<file path="src/rtl/ctau_pkg.sv">
// ----------------------------------------------------------------------------
// Calendar time arithmetic package
// Shared constants, codes, result type and calendar table functions.
// ----------------------------------------------------------------------------
package ctau_pkg;

  // Year table: entries 0 up to Years - 1 are the years from 1990 on.
  localparam int YearEntries = 52;
  localparam int Years       = YearEntries - 1;
  localparam int YidxW       = $clog2(Years + 1);

  // Command codes.
  localparam logic [1:0] CmdCount  = 2'd0;
  localparam logic [1:0] CmdToDate = 2'd1;
  localparam logic [1:0] CmdAdd    = 2'd2;
  localparam logic [1:0] CmdSub    = 2'd3;

  // Unit codes.
  localparam logic [2:0] UnitSec   = 3'd0;
  localparam logic [2:0] UnitMin   = 3'd1;
  localparam logic [2:0] UnitHour  = 3'd2;
  localparam logic [2:0] UnitDay   = 3'd3;
  localparam logic [2:0] UnitMonth = 3'd4;

  // Reciprocal for the day split: (x >> 7) / 675 for a 32-bit x.
  localparam logic [25:0] RecipDay   = 26'd50903317;
  localparam int          RecipDaySh = 35;
  // Reciprocal for the hour split of a 17-bit remainder.
  localparam logic [17:0] RecipHour   = 18'd149131;
  localparam int          RecipHourSh = 29;
  // Reciprocal for the minute split of a 12-bit remainder.
  localparam logic [14:0] RecipMin   = 15'd17477;
  localparam int          RecipMinSh = 20;

  localparam logic [8:0] DaysBefore [12] = '{
    9'd0, 9'd31, 9'd59, 9'd90, 9'd120, 9'd151,
    9'd181, 9'd212, 9'd243, 9'd273, 9'd304, 9'd334
  };

  typedef struct packed {
    logic [6:0]  year;
    logic [3:0]  month;
    logic [4:0]  day;
    logic [4:0]  hour;
    logic [5:0]  minute;
    logic [5:0]  second;
    logic [31:0] count;
    logic        oor;
  } result_t;

  // Last day count of table year i (year 1990 + i).
  function automatic logic [15:0] year_end(input int i);
    return 16'(365 * (i + 1) + ((1990 + i) >> 2) - 497);
  endfunction

  // Two-digit form of table year i.
  function automatic logic [6:0] year_two_digit(input int i);
    return 7'((1990 + i) % 100);
  endfunction

  // Days before month k (0 is January) in a normal or leap year.
  function automatic logic [8:0] month_start(input int k, input logic leap);
    return DaysBefore[k] + 9'((leap && k >= 2) ? 1 : 0);
  endfunction

endpackage

</file>
<file path="src/rtl/ctau_front.sv">
// ----------------------------------------------------------------------------
// Calendar front end
// Input register, day count, counts per unit, interval and direct results.
// ----------------------------------------------------------------------------
module ctau_front import ctau_pkg::*; (
  input  logic        clk_i,
  input  logic        rst_ni,
  input  logic        start_i,
  input  logic [1:0]  cmd_i,
  input  logic [6:0]  year_i,
  input  logic [3:0]  month_i,
  input  logic [4:0]  day_i,
  input  logic [4:0]  hour_i,
  input  logic [5:0]  minute_i,
  input  logic [5:0]  second_i,
  input  logic [2:0]  unit_i,
  input  logic [31:0] amount_i,
  output logic        valid_o,
  output logic        use_conv_o,
  output logic [31:0] total_o,
  output result_t     res_o
);

  // Input register.
  logic        v0_q;
  logic [1:0]  cmd0_q;
  logic [6:0]  y0_q;
  logic [3:0]  m0_q;
  logic [4:0]  d0_q;
  logic [4:0]  h0_q;
  logic [5:0]  mi0_q;
  logic [5:0]  s0_q;
  logic [2:0]  unit0_q;
  logic [31:0] amt0_q;

  always_ff @(posedge clk_i or negedge rst_ni) begin
    if (!rst_ni) begin
      v0_q <= 1'b0;
    end else begin
      v0_q <= start_i;
    end
  end

  always_ff @(posedge clk_i) begin
    if (start_i) begin
      cmd0_q  <= cmd_i;
      y0_q    <= year_i;
      m0_q    <= month_i;
      d0_q    <= day_i;
      h0_q    <= hour_i;
      mi0_q   <= minute_i;
      s0_q    <= second_i;
      unit0_q <= unit_i;
      amt0_q  <= amount_i;
    end
  end

  // Stage 1: day count, time of day, interval in seconds, month step.
  logic [7:0]  yy;
  logic [8:0]  dbm;
  logic [31:0] dn_full;
  logic [15:0] dn_d;
  logic [16:0] hms_d;
  logic [16:0] mult_k;
  logic [31:0] step_d;
  logic [10:0] mc_d;
  result_t     mres_d;

  always_comb begin
    yy  = 8'(y0_q) + 8'd8;
    dbm = '0;
    if (m0_q >= 4'd1 && m0_q <= 4'd12) begin
      dbm = DaysBefore[4'(m0_q - 4'd1)];
    end
    dn_full = 32'd731 + 32'(yy) * 32'd365 + 32'(yy >> 2) + 32'(dbm) + 32'(d0_q);
    if (y0_q[1:0] == 2'd0 && m0_q < 4'd3) begin
      dn_full = dn_full - 32'd1;
    end
    dn_d  = dn_full[15:0];
    hms_d = 17'(h0_q) * 17'd3600 + 17'(mi0_q) * 17'd60 + 17'(s0_q);
    mc_d  = (11'(y0_q) + 11'd10) * 11'd12 + 11'(m0_q);

    case (unit0_q)
      UnitSec:  mult_k = 17'd1;
      UnitMin:  mult_k = 17'd60;
      UnitHour: mult_k = 17'd3600;
      UnitDay:  mult_k = 17'd86400;
      default:  mult_k = 17'd0;
    endcase
    step_d = amt0_q * 32'(mult_k);

    // One month forward or back with year wrap; day and time pass through.
    mres_d        = '0;
    mres_d.year   = y0_q;
    mres_d.day    = d0_q;
    mres_d.hour   = h0_q;
    mres_d.minute = mi0_q;
    mres_d.second = s0_q;
    if (cmd0_q == CmdAdd) begin
      if (m0_q >= 4'd12) begin
        mres_d.month = 4'd1;
        mres_d.year  = y0_q + 7'd1;
      end else begin
        mres_d.month = m0_q + 4'd1;
      end
    end else begin
      if (m0_q <= 4'd1) begin
        mres_d.month = 4'd12;
        mres_d.year  = y0_q - 7'd1;
      end else begin
        mres_d.month = m0_q - 4'd1;
      end
    end
  end

  logic        v1_q;
  logic [1:0]  cmd1_q;
  logic [2:0]  unit1_q;
  logic [15:0] dn1_q;
  logic [4:0]  h1_q;
  logic [5:0]  mi1_q;
  logic [16:0] hms1_q;
  logic [31:0] step1_q;
  logic [31:0] amt1_q;
  logic [10:0] mc1_q;
  result_t     mres1_q;

  always_ff @(posedge clk_i or negedge rst_ni) begin
    if (!rst_ni) begin
      v1_q <= 1'b0;
    end else begin
      v1_q <= v0_q;
    end
  end

  always_ff @(posedge clk_i) begin
    cmd1_q  <= cmd0_q;
    unit1_q <= unit0_q;
    dn1_q   <= dn_d;
    h1_q    <= h0_q;
    mi1_q   <= mi0_q;
    hms1_q  <= hms_d;
    step1_q <= step_d;
    amt1_q  <= amt0_q;
    mc1_q   <= mc_d;
    mres1_q <= mres_d;
  end

  // Stage 2: seconds, minutes and hours since the epoch.
  logic [31:0] secs_d;
  logic [31:0] mins_d;
  logic [31:0] hrs_d;

  always_comb begin
    secs_d = 32'(dn1_q) * 32'd86400 + 32'(hms1_q);
    mins_d = 32'(dn1_q) * 32'd1440 + 32'(h1_q) * 32'd60 + 32'(mi1_q);
    hrs_d  = 32'(dn1_q) * 32'd24 + 32'(h1_q);
  end

  logic        v2_q;
  logic [1:0]  cmd2_q;
  logic [2:0]  unit2_q;
  logic [15:0] dn2_q;
  logic [31:0] secs2_q;
  logic [31:0] mins2_q;
  logic [31:0] hrs2_q;
  logic [31:0] step2_q;
  logic [31:0] amt2_q;
  logic [10:0] mc2_q;
  result_t     mres2_q;

  always_ff @(posedge clk_i or negedge rst_ni) begin
    if (!rst_ni) begin
      v2_q <= 1'b0;
    end else begin
      v2_q <= v1_q;
    end
  end

  always_ff @(posedge clk_i) begin
    cmd2_q  <= cmd1_q;
    unit2_q <= unit1_q;
    dn2_q   <= dn1_q;
    secs2_q <= secs_d;
    mins2_q <= mins_d;
    hrs2_q  <= hrs_d;
    step2_q <= step1_q;
    amt2_q  <= amt1_q;
    mc2_q   <= mc1_q;
    mres2_q <= mres1_q;
  end

  // Stage 3: pick the count, the seconds total and the result path.
  logic [31:0] cnt;
  logic [31:0] total_d;
  logic        use_conv_d;
  result_t     res_d;

  always_comb begin
    case (unit2_q)
      UnitSec:   cnt = secs2_q;
      UnitMin:   cnt = mins2_q;
      UnitHour:  cnt = hrs2_q;
      UnitMonth: cnt = 32'(mc2_q);
      default:   cnt = 32'(dn2_q);
    endcase

    case (cmd2_q)
      CmdToDate: total_d = amt2_q;
      CmdAdd:    total_d = secs2_q + step2_q;
      CmdSub:    total_d = secs2_q - step2_q;
      default:   total_d = secs2_q;
    endcase

    use_conv_d = (cmd2_q == CmdToDate) ||
                 ((cmd2_q == CmdAdd || cmd2_q == CmdSub) && unit2_q != UnitMonth);

    if (cmd2_q == CmdCount) begin
      res_d       = '0;
      res_d.count = cnt;
    end else begin
      res_d = mres2_q;
    end
  end

  always_ff @(posedge clk_i or negedge rst_ni) begin
    if (!rst_ni) begin
      valid_o <= 1'b0;
    end else begin
      valid_o <= v2_q;
    end
  end

  always_ff @(posedge clk_i) begin
    use_conv_o <= use_conv_d;
    total_o    <= total_d;
    res_o      <= res_d;
  end

endmodule

</file>
<file path="src/rtl/ctau_div.sv">
// ----------------------------------------------------------------------------
// Calendar day split
// Splits a seconds total into whole days and seconds of the day.
// ----------------------------------------------------------------------------
module ctau_div import ctau_pkg::*; (
  input  logic        clk_i,
  input  logic        rst_ni,
  input  logic        valid_i,
  input  logic        use_conv_i,
  input  logic [31:0] total_i,
  input  result_t     res_i,
  output logic        valid_o,
  output logic        use_conv_o,
  output logic [15:0] days_o,
  output logic [16:0] rsec_o,
  output result_t     res_o
);

  // Reciprocal product of the total divided by 128.
  logic        v_q;
  logic        uc_q;
  logic [50:0] prod_q;
  logic [24:0] hi_q;
  logic [6:0]  lo_q;
  result_t     res_q;

  always_ff @(posedge clk_i or negedge rst_ni) begin
    if (!rst_ni) begin
      v_q <= 1'b0;
    end else begin
      v_q <= valid_i;
    end
  end

  always_ff @(posedge clk_i) begin
    uc_q   <= use_conv_i;
    prod_q <= 51'(total_i[31:7]) * 51'(RecipDay);
    hi_q   <= total_i[31:7];
    lo_q   <= total_i[6:0];
    res_q  <= res_i;
  end

  // Whole days and the remainder.
  logic [15:0] days_d;
  logic [9:0]  rem_d;

  always_comb begin
    days_d = 16'(prod_q >> RecipDaySh);
    rem_d  = 10'(hi_q - 25'(days_d) * 25'd675);
  end

  always_ff @(posedge clk_i or negedge rst_ni) begin
    if (!rst_ni) begin
      valid_o <= 1'b0;
    end else begin
      valid_o <= v_q;
    end
  end

  always_ff @(posedge clk_i) begin
    use_conv_o <= uc_q;
    days_o     <= days_d;
    rsec_o     <= {rem_d, lo_q};
    res_o      <= res_q;
  end

endmodule

</file>
<file path="src/rtl/ctau_cal.sv">
// ----------------------------------------------------------------------------
// Calendar date split
// Year and month search over the tables, and the time of day split.
// ----------------------------------------------------------------------------
module ctau_cal import ctau_pkg::*; (
  input  logic        clk_i,
  input  logic        rst_ni,
  input  logic        valid_i,
  input  logic        use_conv_i,
  input  logic [15:0] days_i,
  input  logic [16:0] rsec_i,
  input  result_t     res_i,
  output logic        valid_o,
  output logic        use_conv_o,
  output result_t     conv_o,
  output result_t     res_o
);

  // Stage A: year search and hour estimate.
  logic [Years-1:0] above;
  logic [YidxW-1:0] yidx;
  logic [15:0]      ystart;
  logic [6:0]       yr_d;
  logic             found_d;
  logic             oor_d;
  logic             leap_d;
  logic [8:0]       doy_d;
  logic [34:0]      hprod;
  logic [4:0]       hour_d;

  always_comb begin
    above  = '0;
    yidx   = '0;
    ystart = '0;
    yr_d   = '0;
    for (int i = 0; i < Years; i++) begin
      above[i] = days_i > year_end(i);
      yidx     = yidx + YidxW'(above[i]);
    end
    for (int i = 0; i < Years; i++) begin
      if (yidx == YidxW'(i + 1)) begin
        ystart = year_end(i);
      end
      if (yidx == YidxW'(i)) begin
        yr_d = year_two_digit(i);
      end
    end
    found_d = (days_i != 16'd0) && !above[Years-1];
    oor_d   = (days_i != 16'd0) && above[Years-1];
    leap_d  = (yidx[1:0] == 2'd2);
    doy_d   = 9'(days_i - ystart);
    hprod   = 35'(rsec_i) * 35'(RecipHour);
    hour_d  = 5'(hprod >> RecipHourSh);
  end

  logic        va_q;
  logic        uca_q;
  logic        founda_q;
  logic        oora_q;
  logic        leapa_q;
  logic [6:0]  yra_q;
  logic [8:0]  doya_q;
  logic [16:0] rseca_q;
  logic [4:0]  houra_q;
  result_t     resa_q;

  always_ff @(posedge clk_i or negedge rst_ni) begin
    if (!rst_ni) begin
      va_q <= 1'b0;
    end else begin
      va_q <= valid_i;
    end
  end

  always_ff @(posedge clk_i) begin
    uca_q    <= use_conv_i;
    founda_q <= found_d;
    oora_q   <= oor_d;
    leapa_q  <= leap_d;
    yra_q    <= yr_d;
    doya_q   <= doy_d;
    rseca_q  <= rsec_i;
    houra_q  <= hour_d;
    resa_q   <= res_i;
  end

  // Stage B: month search and remainder within the hour.
  logic [3:0]  midx;
  logic [8:0]  mstart;
  logic [4:0]  dy_d;
  logic [11:0] rem_d;
  result_t     conv_d;

  always_comb begin
    midx   = '0;
    mstart = '0;
    for (int k = 1; k < 12; k++) begin
      if (doya_q > month_start(k, leapa_q)) begin
        midx = midx + 4'd1;
      end
    end
    for (int k = 0; k < 12; k++) begin
      if (midx == 4'(k)) begin
        mstart = month_start(k, leapa_q);
      end
    end
    dy_d  = 5'(doya_q - mstart);
    rem_d = 12'(rseca_q - 17'(houra_q) * 17'd3600);

    // The date is only given for a day count inside the table.
    conv_d       = '0;
    conv_d.year  = founda_q ? yra_q : 7'd0;
    conv_d.month = founda_q ? (midx + 4'd1) : 4'd0;
    conv_d.day   = founda_q ? dy_d : 5'd0;
    conv_d.hour  = houra_q;
    conv_d.oor   = oora_q;
  end

  logic        vb_q;
  logic        ucb_q;
  result_t     convb_q;
  logic [11:0] remb_q;
  result_t     resb_q;

  always_ff @(posedge clk_i or negedge rst_ni) begin
    if (!rst_ni) begin
      vb_q <= 1'b0;
    end else begin
      vb_q <= va_q;
    end
  end

  always_ff @(posedge clk_i) begin
    ucb_q   <= uca_q;
    convb_q <= conv_d;
    remb_q  <= rem_d;
    resb_q  <= resa_q;
  end

  // Stage C: minute estimate.
  logic        vc_q;
  logic        ucc_q;
  result_t     convc_q;
  logic [11:0] remc_q;
  logic [5:0]  minc_q;
  result_t     resc_q;
  logic [26:0] mprod;

  assign mprod = 27'(remb_q) * 27'(RecipMin);

  always_ff @(posedge clk_i or negedge rst_ni) begin
    if (!rst_ni) begin
      vc_q <= 1'b0;
    end else begin
      vc_q <= vb_q;
    end
  end

  always_ff @(posedge clk_i) begin
    ucc_q   <= ucb_q;
    convc_q <= convb_q;
    remc_q  <= remb_q;
    minc_q  <= 6'(mprod >> RecipMinSh);
    resc_q  <= resb_q;
  end

  // Stage D: seconds and the finished date-time.
  result_t conv_fin;

  always_comb begin
    conv_fin        = convc_q;
    conv_fin.minute = minc_q;
    conv_fin.second = 6'(remc_q - 12'(minc_q) * 12'd60);
  end

  always_ff @(posedge clk_i or negedge rst_ni) begin
    if (!rst_ni) begin
      valid_o <= 1'b0;
    end else begin
      valid_o <= vc_q;
    end
  end

  always_ff @(posedge clk_i) begin
    use_conv_o <= ucc_q;
    conv_o     <= conv_fin;
    res_o      <= resc_q;
  end

  // A date is only given for a day count inside the table.
  assert property (@(posedge clk_i) disable iff (!rst_ni)
    va_q && !founda_q |=> convb_q.month == 4'd0 && convb_q.day == 5'd0)
    else $error("date given for a count outside the table");

  // A day count is never both inside and beyond the table.
  assert property (@(posedge clk_i) disable iff (!rst_ni)
    va_q |-> !(founda_q && oora_q))
    else $error("day count both found and out of range");

  // The hour of a seconds remainder is always below a full day.
  assert property (@(posedge clk_i) disable iff (!rst_ni)
    va_q |-> houra_q < 5'd24)
    else $error("hour estimate beyond one day");

endmodule

</file>
<file path="src/rtl/calendar_time_arithmetic_unit.sv">
// ----------------------------------------------------------------------------
// Calendar time arithmetic unit
// Date-time counts, seconds to date conversion and interval arithmetic.
// The result strobe rises once an item has passed the front end, day split, date split and result register.
// Throughput: one item every cycle; busy_o is always low.
// Every item gives exactly one result, shown for one cycle on valid_o.
// Reset clears the pipeline valid bits only; no item is in flight afterwards.
// ----------------------------------------------------------------------------
module calendar_time_arithmetic_unit import ctau_pkg::*; (
  input  logic        clk_i,
  input  logic        rst_ni,
  input  logic        start_i,
  output logic        busy_o,
  input  logic [1:0]  cmd_i,
  input  logic [6:0]  year_in_i,
  input  logic [3:0]  month_in_i,
  input  logic [4:0]  day_in_i,
  input  logic [4:0]  hour_in_i,
  input  logic [5:0]  minute_in_i,
  input  logic [5:0]  second_in_i,
  input  logic [2:0]  unit_i,
  input  logic [31:0] amount_i,
  output logic        valid_o,
  output logic [6:0]  year_out_o,
  output logic [3:0]  month_out_o,
  output logic [4:0]  day_out_o,
  output logic [4:0]  hour_out_o,
  output logic [5:0]  minute_out_o,
  output logic [5:0]  second_out_o,
  output logic [31:0] count_out_o,
  output logic        out_of_range_o
);

  logic        f_valid;
  logic        f_uc;
  logic [31:0] f_total;
  result_t     f_res;

  logic        d_valid;
  logic        d_uc;
  logic [15:0] d_days;
  logic [16:0] d_rsec;
  result_t     d_res;

  logic        c_valid;
  logic        c_uc;
  result_t     c_conv;
  result_t     c_res;

  assign busy_o = 1'b0;

  ctau_front u_front (
    .clk_i      (clk_i),
    .rst_ni     (rst_ni),
    .start_i    (start_i),
    .cmd_i      (cmd_i),
    .year_i     (year_in_i),
    .month_i    (month_in_i),
    .day_i      (day_in_i),
    .hour_i     (hour_in_i),
    .minute_i   (minute_in_i),
    .second_i   (second_in_i),
    .unit_i     (unit_i),
    .amount_i   (amount_i),
    .valid_o    (f_valid),
    .use_conv_o (f_uc),
    .total_o    (f_total),
    .res_o      (f_res)
  );

  ctau_div u_div (
    .clk_i      (clk_i),
    .rst_ni     (rst_ni),
    .valid_i    (f_valid),
    .use_conv_i (f_uc),
    .total_i    (f_total),
    .res_i      (f_res),
    .valid_o    (d_valid),
    .use_conv_o (d_uc),
    .days_o     (d_days),
    .rsec_o     (d_rsec),
    .res_o      (d_res)
  );

  ctau_cal u_cal (
    .clk_i      (clk_i),
    .rst_ni     (rst_ni),
    .valid_i    (d_valid),
    .use_conv_i (d_uc),
    .days_i     (d_days),
    .rsec_i     (d_rsec),
    .res_i      (d_res),
    .valid_o    (c_valid),
    .use_conv_o (c_uc),
    .conv_o     (c_conv),
    .res_o      (c_res)
  );

  // Result register: converted date-time or the direct result.
  result_t out_q;

  always_ff @(posedge clk_i or negedge rst_ni) begin
    if (!rst_ni) begin
      valid_o <= 1'b0;
    end else begin
      valid_o <= c_valid;
    end
  end

  always_ff @(posedge clk_i) begin
    out_q <= c_uc ? c_conv : c_res;
  end

  assign year_out_o     = out_q.year;
  assign month_out_o    = out_q.month;
  assign day_out_o      = out_q.day;
  assign hour_out_o     = out_q.hour;
  assign minute_out_o   = out_q.minute;
  assign second_out_o   = out_q.second;
  assign count_out_o    = out_q.count;
  assign out_of_range_o = out_q.oor;

  // An out of range result carries no date.
  assert property (@(posedge clk_i) disable iff (!rst_ni)
    valid_o && out_of_range_o |->
      year_out_o == 7'd0 && month_out_o == 4'd0 && day_out_o == 5'd0)
    else $error("out of range result carries a date");

  // Only count results carry a count, and those have no flag.
  assert property (@(posedge clk_i) disable iff (!rst_ni)
    valid_o && count_out_o != 32'd0 |-> !out_of_range_o && year_out_o == 7'd0)
    else $error("count mixed with a date result");

  // The strobe follows the pipeline valid chain.
  assert property (@(posedge clk_i) disable iff (!rst_ni)
    c_valid |=> valid_o)
    else $error("result strobe lost");

endmodule
</file>
<file path="config.mk">
export PLATFORM = sky130hd
export DESIGN_NAME = calendar_time_arithmetic_unit
export DESIGN_NICKNAME = d
export VERILOG_FILES = /design/src/rtl/ctau_pkg.sv /design/src/rtl/ctau_front.sv /design/src/rtl/ctau_div.sv /design/src/rtl/ctau_cal.sv /design/src/rtl/calendar_time_arithmetic_unit.sv
export SDC_FILE = /design/constraint.sdc
export NUM_CORES = 2
export LEC_CHECK = 0
export BUFFER_PORTS_ARGS = -buffer_cell sky130_fd_sc_hd__buf_4
export CORE_MARGIN = 4
export CORE_UTILIZATION = 55
export CTS_BUF_LIST = sky130_fd_sc_hd__clkbuf_4
export CTS_CLUSTER_DIAMETER = 30
export DETAILED_ROUTE_END_ITERATION = 16
export PLACE_DENSITY = 0.78
export REMOVE_ABC_BUFFERS = 1
export SYNTH_ARGS = -nofsm -noshare
export SYNTH_HDL_FRONTEND = slang
export SYNTH_SLANG_ARGS = --single-unit
export TNS_END_PERCENT = 30
</file>
<file path="constraint.sdc">
create_clock -name clk_i -period 12.9 [get_ports clk_i]
set_input_delay 1.29 -clock clk_i [delete_from_list [all_inputs] [get_ports clk_i]]
set_output_delay 1.29 -clock clk_i [all_outputs]
set_load 0.02 [all_outputs]
</file>
==> impl_metrics.toml <==
[floorplanning]
pin_count = 141
fp.dieW_um = 372
rows = 133
die_h_um = 372
dieArea_um2 = 139000
fp.coreArea_um2 = 132000
start_util_pct = 55.4

[placed_design]
routabilityCongestion = 0.924
numPortBuffers = 139
dpl.hpwl_um = 130000
dp.cells = 8627

[detailed_routing]
drc = 0
ant_nets = 0
vias = 48725
drt_iter0_drc = 3382
drt-total-wl_um = 167000
firstDrtPassIters = 9
post_drt_wl_per_cell_um = 18.2
via_per_inst = 5.31

[worst_hold_path]
worstHoldEndpoint = "u_front.d0_q[2]"
hold_path_class = "in -> reg"
hp-start = "day_in_i[2]"
hold_path_depth = 1

[timing]
finalCriticalPeriod_ns = 10.71
fmax_mhz = 93.4
fin_tns_setup_ns = 0
finClkSkew_ns = 0.111
worstMarginPinSlew_ns = 1.14
max_slew_margin_pct = 23.2
drv_slew = 0
hold_violations = 0
setup_viol = 0
fin_hold_ws_ns = 0.212
rsz0062_at_grt = "false"
period_share_pct = 83.0

[logic_synthesis]
syn_inst = 6846
async_flop_share_pct = 0.921
yosysMostFrequentCell = "inv_1"
synth_cell_type_count = 96
synth_top_cell_area_share_pct = 30.5
synth-edff-count = 70
synth_common_cells = "inv_1, dfxtp_1, ha_1"
ys_warn_count = 0
ys_seq_elements = 1194
ys.flop_type = "dfxtp_1"
yosysSeqAreaShare_pct = 33.8
netlist_area_um2 = 72900
yosys.area.top_type = "dfxtp_1"
syn_area_per_cell_um2 = 10.7
synth.area.top_cells = "dfxtp_1, fa_1, ha_1"

[setup_path]
rr_worst_depth = 47
rrSetupSlack_ns = 2.19
crit_path_frequent_cell = "ha_1"
cp-end-kind = "flip-flop"
worst_path_max_delay_cell = "dfxtp_1"
cp.required_ns = 14.01
worstSetupPathType = "reg -> reg"
r2r-start = "u_cal.leapa_q"
critPathMaxStageDelay_ns = 0.53
start_kind = "flip-flop"
critPathMaxFanout = 11
rr_endpoint = "u_cal.convb_q[54]"
worstPathArrival_ns = 11.82

[clock_network]
cts_tree = "built"
cts.hold.buffers_added = 1
cts-resized-gates = 0
insertion_delay_ns = 1.24
h-tree-depth = 5
cts_setup_buffers = 0
clkSinkCount = 1194
cts_root_buf = "clkbuf_4"
cts_buffer_depth = 4
numCtsBuffers = 319
clk_transition_reported_paths_ns = 0.09

[run_status]
run_status = "complete, no violations"

[global_route]
grt_pass1_vias = 51894
grt_usage_pct = 24.7
gr-total-overflow = 0
grt_max_degree = 70
antenna_found_initial = 8
grt_pass1_wl_um = 271000

[flow_run]
maxCapViolCount = 0

[cells_and_area]
nFillCells = 10501
drive_gt1_share_pct = 10.2
nNetsFinal = 8988
layoutNonFillerInstCount = 9171
synthToLayoutAreaGrowth_pct = 9.83
-- cell usage in the layout (no fill, tap or decap), drive strengths merged, types with 169 or more instances in the layout --
cell	count
inv	1146
dfxtp	1113
ha	1039
fa	682
clkbuf	435
a21oi	289
xnor2	282
nor2	271
nand2	238
o21ai	223
buf	173
and2	169
-- worst max-delay path: cells and delay by family, from the launching register on --
family,cells,cell delay (ns)
AND/OR/NAND/NOR,10,1.84
flip-flops,1,0.53
XOR/XNOR,1,0.12
multiplexers,2,0.59
buffers and inverters,4,0.44
adder cells (fa/ha/maj),13,4.08
AO/OA/AOI/OAI,17,3.00
-- routing by layer --
layer  share of wire [%]  wire length (µm)  track usage, %  vias up
met3                 5.9              9880            4.70      343
met4                 3.3              5520            9.23        2
met1                  43             71400            31.7    23663
met2                  48             80300            41.6     1427
met5               0.011                18               0        -
li1                    -                 -               -    23290
-- area by class of cell --
class	instances	area, µm²	area share [%]
antenna	8	20.0	0.0250
clock buffer	435	3270	4.08
clock inverter	100	913	1.14
inverter	1141	4280	5.35
multi-input combinational	4364	43500	54.2
sequential	1194	24700	30.8
tap	1755	2200	2.74
timing repair buffer	174	1310	1.63
-- stage by stage --
| stage | cell area [µm²] | util, % | setup slack (ns) |
|---|---|---|---|
| 6_report | 80100 | 60.9 | 2.19 |
| 2_1_floorplan | 72400 | - | 3.37 |
| 3_3_place_gp | 75900 | 57.7 | 2.76 |
| 4_1_cts | 80100 | 60.8 | 2.25 |
| 3_5_place_dp | 75900 | 57.7 | 2.26 |
| 5_1_grt | 80100 | 60.9 | 1.31 |
-- flip-flops by register name, summed over array words and instances, names as in the netlist, 34 cells and up --
name / cells
u_div.res_o: 65
u_cal.conv_o: 34
u_div.res_q: 65
u_cal.resa_q: 65
u_cal.resc_q: 65
u_cal.res_o: 65
u_cal.resb_q: 65
u_front.res_o: 65
-- worst max path at each step --
stage / slack (ns) / from / to
floorplan: 3.37 / u_div.days_o[7] / u_cal.doya_q[8]
global placement: 2.76 / u_div.days_o[3] / u_cal.doya_q[8]
detailed placement: 2.26 / u_cal.leapa_q / u_cal.convb_q[54]
CTS: 2.25 / u_cal.leapa_q / u_cal.convb_q[54]
global route: 1.31 / u_cal.leapa_q / u_cal.convb_q[54]
finish: 2.19 / u_cal.leapa_q / u_cal.convb_q[54]
-- cells by family (layout without fill, tap and decap cells) --
logic type      Yosys count  after routing  synth area share [%]
simple gates           1159           1159                  8.08
buf+inv                1289           1850                  6.65
flops                  1194           1194                  33.8
other cells               1             10               0.00514
compound gates          977            977                  8.49
mux                      93             93                  1.35
fa+ha+maj              1721           1721                  36.5
xor+xnor                412            412                  5.07
Power is not shown: default switching activity piles up to over one toggle a cycle in this logic, so the estimate is an artifact.
